===== src/matrix3x3_inverse_determinant_assert.svh =====
// assertion macros for the rtl of the 3x3 inverse block, used by the queue
// no dependencies; expects clk and rst_n in the scope of each use
`ifndef MATRIX3X3_INVERSE_DETERMINANT_ASSERT_SVH
`define MATRIX3X3_INVERSE_DETERMINANT_ASSERT_SVH
`ifndef ASSERT_OFF
`define M3INV_ASSERT_NEVER(lbl, expr) \
    lbl: assert property (@(posedge clk) disable iff (!rst_n) !(expr)) \
        else $error("m3inv: forbidden condition seen");
`define M3INV_ASSERT_NEXT(lbl, ante, cons) \
    lbl: assert property (@(posedge clk) disable iff (!rst_n) (ante) |=> (cons)) \
        else $error("m3inv: expected follow-up did not happen");
`else
`define M3INV_ASSERT_NEVER(lbl, expr)
`define M3INV_ASSERT_NEXT(lbl, ante, cons)
`endif
`endif


===== src/m3inv_pkg.sv =====
// shared types for the 3x3 inverse / determinant block
// no dependencies
`timescale 1ns / 1ps

package m3inv_pkg;

    // queue status seen by the front and back parts
    typedef struct packed {
        logic not_full;
        logic not_empty;
    } fifo_stat_t;

endpackage


===== src/m3inv_fifo.sv =====
// two-entry queue between the front and back parts
// depends on m3inv_pkg and matrix3x3_inverse_determinant_assert.svh
`timescale 1ns / 1ps
`include "matrix3x3_inverse_determinant_assert.svh"

module m3inv_fifo
    import m3inv_pkg::*;
#(
    parameter int DATA_W = 32
)
(
    input  logic              clk,
    input  logic              rst_n,
    input  logic              push,
    input  logic [DATA_W-1:0] push_data,
    input  logic              pop,
    output logic [DATA_W-1:0] pop_data,
    output fifo_stat_t        stat
);

    localparam int DEPTH = 2;
    localparam int AW    = 1;

    logic [DATA_W-1:0] mem [DEPTH];
    logic [AW-1:0]     wr_ptr_reg;
    logic [AW-1:0]     rd_ptr_reg;
    logic [AW:0]       count_reg;
    logic [AW:0]       count_next;

    always_comb
    begin
        count_next = count_reg;
        if (push && !pop)
        begin
            count_next = count_reg + 1'b1;
        end
        else if (pop && !push)
        begin
            count_next = count_reg - 1'b1;
        end
    end

    always_ff @(posedge clk or negedge rst_n)
    begin
        if (!rst_n)
        begin
            wr_ptr_reg <= '0;
            rd_ptr_reg <= '0;
            count_reg  <= '0;
        end
        else
        begin
            if (push)
            begin
                wr_ptr_reg <= wr_ptr_reg + 1'b1;
            end
            if (pop)
            begin
                rd_ptr_reg <= rd_ptr_reg + 1'b1;
            end
            count_reg <= count_next;
        end
    end

    always_ff @(posedge clk)
    begin
        if (push)
        begin
            mem[wr_ptr_reg] <= push_data;
        end
    end

    assign pop_data       = mem[rd_ptr_reg];
    assign stat.not_full  = (count_reg != (AW+1)'(DEPTH));
    assign stat.not_empty = (count_reg != '0);

    `M3INV_ASSERT_NEVER(a_no_overflow, push && !pop && count_reg == (AW+1)'(DEPTH))
    `M3INV_ASSERT_NEVER(a_no_underflow, pop && count_reg == '0)
    `M3INV_ASSERT_NEVER(a_count_range, count_reg > (AW+1)'(DEPTH))
    `M3INV_ASSERT_NEXT(a_push_grows, push && !pop, count_reg == $past(count_reg) + 1'b1)

endmodule


===== config.mk =====
export PLATFORM = sky130hd
export DESIGN_NAME = m3inv_fifo
export DESIGN_NICKNAME = d
export VERILOG_FILES = /design/src/m3inv_pkg.sv /design/src/m3inv_fifo.sv
export VERILOG_INCLUDE_DIRS = /design/src /design/src/src
export SDC_FILE = /design/constraint.sdc
export NUM_CORES = 1
export LEC_CHECK = 0
export ABC_AREA = 1
export BUFFER_PORTS_ARGS = -buffer_cell sky130_fd_sc_hd__buf_4
export CAP_MARGIN = 20
export CORE_UTILIZATION = 37
export DETAILED_ROUTE_END_ITERATION = 16
export GPL_TIMING_DRIVEN = 0
export PLACE_DENSITY = 0.68
export SLEW_MARGIN = 10
export SYNTH_ARGS = -nofsm -noshare
export SYNTH_HDL_FRONTEND = slang
export SYNTH_SLANG_ARGS = --single-unit

===== constraint.sdc =====
create_clock -name clk -period 3.3 [get_ports clk]
set_clock_uncertainty 0.2 [all_clocks]
set_input_delay 0.33 -clock clk [delete_from_list [all_inputs] [get_ports clk]]
set_output_delay 0.33 -clock clk [all_outputs]
set_load 0.005 [all_outputs]

# --- Word level (Yosys, flattened, before mapping) ---
# Memory sizes are Yosys's and may differ from the RTL's.
# Cells that the tools add are included.
op_classes:
  n_lt_le_gt_ge: 0
  addsub: 4
  bitwise_logic: 0
  n_eq_ne: 1
  n_mul: 0
  shift: 0
  n_mux: 4
  div: 0
  reduce_logical: 6
op_table:
  columns: ["cell", "n"]
  rows:
  - ["2-bit two-way mux", 2]
  - ["2-bit nonzero test", 2]
  - ["1-bit adder (second input constant)", 2]
  - ["2-bit by 1-bit adder with 2-bit output (second input constant)", 1]
  - ["1-bit logical AND", 2]
  - ["1-bit logical NOT", 2]
  - ["1-bit two-way mux", 2]
  - ["2-bit != test (second input constant)", 1]
  - ["2-bit by 1-bit subtractor with 2-bit output (second input constant)", 1]
word_totals:
  latchBits: 0
  rom_bits: 0
  wordCells: 19
  mem_count: 1
  out_inout_bits: 34
  ramBits: 64
  ff_bits: 4
mem_list:
  columns: ["memory", "words", "word_bits", "read_ports", "rd_ports_with_merged_regs", "wr", "line_no", "source"]
  rows:
  - ["mem", 2, 32, 1, 0, 1, "m3inv_fifo.sv:24", "logic [DATA_W-1:0] mem [DEPTH];"]

# --- Depth between registers and ports, before layout ---
logic_depth:
  ltp_word: 4
  depth_mapped: 7

# --- Least setup slack after synthesis ---
# OpenSTA, ideal clock, no wires.
synth_path:
  path_kind: "register -> register"
  from: "register wr_ptr_reg"
  to: "memory mem[0][0] (enable)"
  arrival_ps: 1765
  path_slack_ps: 913
  stages_incl_launch_ff: 2
  setup_time_ps: 422
  period_less_slack_ps: 2387
  t_required_ps: 2678
  n_path_buf: 0
  cell_sequence: "dfrtp_1 > nor2_1"
synth_rtl:
  columns: ["element", "line_no", "source"]
  rows:
  - ["start, declared", "m3inv_fifo.sv:25", "logic [AW-1:0] wr_ptr_reg;"]
  - ["start signal, assigned", "m3inv_fifo.sv:55", "wr_ptr_reg <= wr_ptr_reg + 1'b1;"]
  - ["end, declared", "m3inv_fifo.sv:24", null]
# Straight into the memory's write port.

# --- Worst setup path in the final report ---
layout_path:
  from: "register rd_ptr_reg"
  to: "output port pop_data[28]"
layout_via:
  elab_chain_len: 1
layout_lines:
  columns: ["element", "line_no", "source"]
  rows:
  - ["start, declared", "m3inv_fifo.sv:26", "logic [AW-1:0] rd_ptr_reg;"]
  - ["start signal, assigned", "m3inv_fifo.sv:59", "rd_ptr_reg <= rd_ptr_reg + 1'b1;"]
  - ["memory read 2 x 32 bit", null, null]
  - ["end, declared", "m3inv_fifo.sv:17", "output logic [DATA_W-1:0] pop_data,"]
# Every way passes these cells.

==> impl_summary.md <==
Outcome
The flow ran to the end, and the final reports show no timing, DRC or antenna violations.

CTS
CTS saw 68 sinks. The clock passes through at most 2 buffers. The number of gates resized after CTS is 0. The TritonCTS clock tree is built. The number of clock buffers inserted by TritonCTS is 9. At the later pin of the worst-skew pair, clock insertion delay measures 0.32 ns.

The H-tree was split into 3 levels. The clock edge transition at the registers on the reported setup and hold paths is 0.07 ns. Clock tree synthesis selected as its root buffer the cell sky130_fd_sc_hd__clkbuf_8.

Routing
The via density per instance is 4.23. The total length of routed wires is 4.53 mm. After detailed routing, the number of remaining DRC violations is 0. The average routed wire per standard cell is 13.2 um.

The total vias in the final route is 1446. The pre-antenna-repair detailed-routing pass consisted of 4 iterations. The violation count after the first detailed-routing iteration is 47.

The count of antenna-violating nets left after detailed routing is 0.

Power
IR analysis of the VDD net gives a maximum drop of 0.338 mV. The cell internal power dissipation is 2.14 mW. The switching power is 0.747 mW. The logic gate share of total power is 36.2%. The power density over cell area is 745 nW/um^2. The post-route total power is 2.89 mW. Sequential cells burn 41.7% of the power. Per report_power, the clock group accounts for 22.1% of the total. In this run the static leakage power is 1.59 nW. The switching share of power is 25.9%.

Global route
The total congestion overflow is 0. The global routing usage summed across all routing layers is 12.8%. The initial antenna violation count is 0. The number of global-route vias before repair is 1490. Entering global routing, the biggest net connects 33 pins.

The first global-routing pass estimated 6.96 mm of wire.

Worst setup path
The category of the most critical setup path is reg -> out. The reg-to-reg setup timing slack is 1.65 ns. The largest fanout on the critical path is 10.

The required time at the endpoint of the critical path is 2.77 ns. The arrival time of data at the critical path endpoint is 1.44 ns. STA classifies the critical path endpoint as an output pin. The sort of element at the start of the critical path is a flop.

Finish
The layout-stage area growth over the synthesis result is 45.2%. The post-route core utilization is 56.4%. 0 antenna diodes ended up in the layout.

The flip-flop count of the largest register, all copies and words added is 64. The net count reported at finish is 278. The post-route non-filler standard cell count is 342. The share of final-layout standard cells stronger than drive strength 1 is 49.2%.

Timing
The tightest slew margin relative to the limit is 50.5%. Based on the critical path, the design can be clocked at up to 0.509 GHz. The measured slew at the worst slew-check pin is 0.741 ns. Setup repair after global routing left no endpoint under its margin.

The number of hold violations in the final report is 0. The count of pins over their slew limit is 0. The final critical delay including setup and external delays is 1.97 ns. The setup TNS is 0 ns. The count of endpoints failing setup in the final report is 0. Of the available clock period, the critical path in the final layout requires 59.6%.

Floorplanning
The area of the core is 6870 um^2. The die is 86.9 um tall. The I/O pin count is 70. The die area is 7560 um^2. The row count is 30. From left edge to right edge, the die measures 86.9 um. The initial core utilization is 38.9%.

Min path
In this run the worst hold path is classified as in -> async.

Placed design
The final weighted congestion of routability-driven global placement is 0.665. The total placed cells including tap cells is 291. In this run the tool buffered the top-level ports with 69 buffer cells. Detailed placement ended at an HPWL of 2.83 mm.

Yosys
The register bit count reported by yosys is 68. The mean post-synth cell area is 21.4 um^2. The post-synthesis instance area is 2670 um^2. The Yosys step of the flow raised 0 warnings.

Synthesis produced a netlist whose cell count is 125. The net count after synthesis is 162. The number of distinct library cells after synthesis is 14.

The sequential share of the synthesized area is 75.8%.

Run
The max-cap check violation count is 0.
==> cells in the mapped netlist <==
master / count / area share, %
sky130_fd_sc_hd__ha_1: 1 / 0.47
sky130_fd_sc_hd__buf_12: 3 / 2.3
sky130_fd_sc_hd__buf_6: 1 / 0.42
sky130_fd_sc_hd__mux2_2: 3 / 1.3
sky130_fd_sc_hd__nand3_1: 1 / 0.19
sky130_fd_sc_hd__inv_1: 7 / 0.98
sky130_fd_sc_hd__nand4_1: 1 / 0.23
sky130_fd_sc_hd__edfxtp_1: 64 / 72
sky130_fd_sc_hd__nor2_1: 1 / 0.14
sky130_fd_sc_hd__nand2_1: 7 / 0.98
sky130_fd_sc_hd__xnor2_1: 1 / 0.33
sky130_fd_sc_hd__xor2_1: 2 / 0.66
sky130_fd_sc_hd__dfrtp_1: 4 / 3.8
sky130_fd_sc_hd__mux2_4: 29 / 16
==> layout make-up <==
type / instances / area [um^2]
fill: 547 / 2990
clock buffer: 10 / 128
tap: 96 / 120
inverter: 7 / 26.3
timing repair buffer: 105 / 896
multi-input combinational: 46 / 557
clock inverter: 6 / 55.1
buffer: 4 / 71.3
sequential: 68 / 2020
==> worst max-delay path, stage by stage (launching register included) <==
cell and delay (ns):
sky130_fd_sc_hd__dfrtp_1 0.37, sky130_fd_sc_hd__buf_6 0.15, sky130_fd_sc_hd__buf_12 0.15, sky130_fd_sc_hd__mux2_4 0.30
sky130_fd_sc_hd__buf_4 0.14
==> per-stage QoR <==
stage,setup slack [ns],cell area (um^2),hold WS [ns]
2_1_floorplan,0.913,2670,-0.166
5_1_grt,1.28,3870,0.127
4_1_cts,1.31,3870,0.111
3_5_place_dp,1.63,3340,-0.0697
6_report,1.33,3870,0.146
3_3_place_gp,-0.0267,3310,-0.0700
==> timing repair <==
item | 4_1_cts | 5_1_grt
endpoints found under the hold margin | 70 | 0
hold buffers | 35 | 0
setup buffers | 0 | 0
==> final timing paths <==
kind                            depth (start not counted)                        to                      from
worst min-delay path                                    2  count_reg[1]$_DFFE_PN0P_                     rst_n
worst max register to register                          2      mem[1][27]$_DFFE_PP_    wr_ptr_reg$_DFFE_PN0P_
worst min register to register                          1  count_reg[0]$_DFFE_PN0P_  count_reg[0]$_DFFE_PN0P_
worst max-delay path                                    4              pop_data[28]    rd_ptr_reg$_DFFE_PN0P_
max in group asynchronous                               2  count_reg[0]$_DFFE_PN0P_                     rst_n
min in group clk                                        1  count_reg[0]$_DFFE_PN0P_  count_reg[0]$_DFFE_PN0P_
==> logic make-up after synthesis <==
family,count (synthesis),synth area share (%)
flops,68,75.8
mux,32,17.6
xor+xnor,3,0.985
simple gates,10,1.55
buf+inv,11,3.66
fa+ha+maj,1,0.469
==> cells in the final DEF, fill, tap and decap left out, types with 2 or more instances in the layout <==
cell type / count
sky130_fd_sc_hd__buf_4: 69
sky130_fd_sc_hd__edfxtp_1: 64
sky130_fd_sc_hd__dlygate4sd3_1: 35
sky130_fd_sc_hd__mux2_4: 29
sky130_fd_sc_hd__clkbuf_8: 9
sky130_fd_sc_hd__nand2_1: 7
sky130_fd_sc_hd__inv_1: 6
sky130_fd_sc_hd__dfrtp_1: 4
sky130_fd_sc_hd__buf_12: 3
sky130_fd_sc_hd__mux2_2: 3
sky130_fd_sc_hd__xor2_1: 2
sky130_fd_sc_hd__clkinv_2: 2
sky130_fd_sc_hd__clkinv_1: 2
==> per-layer routing <==
metal  GRT usage, %  part of all wire (%)
met3           3.70                   4.8
met1           14.4                    43
met5              0                     0
met2           21.8                    51
met4           7.27                   1.3
==> power by group through the flow <==
stage               sequential [mW]  clock [mW]  combinational, mW
finish                         1.20       0.638               1.04
global route                   1.22       0.695               1.12
CTS                            1.21       0.654               1.07
detailed placement             1.22           0               1.03
global placement               1.22           0              0.997
floorplan                      1.21           0              0.615
(Power assumes the default switching activity.)
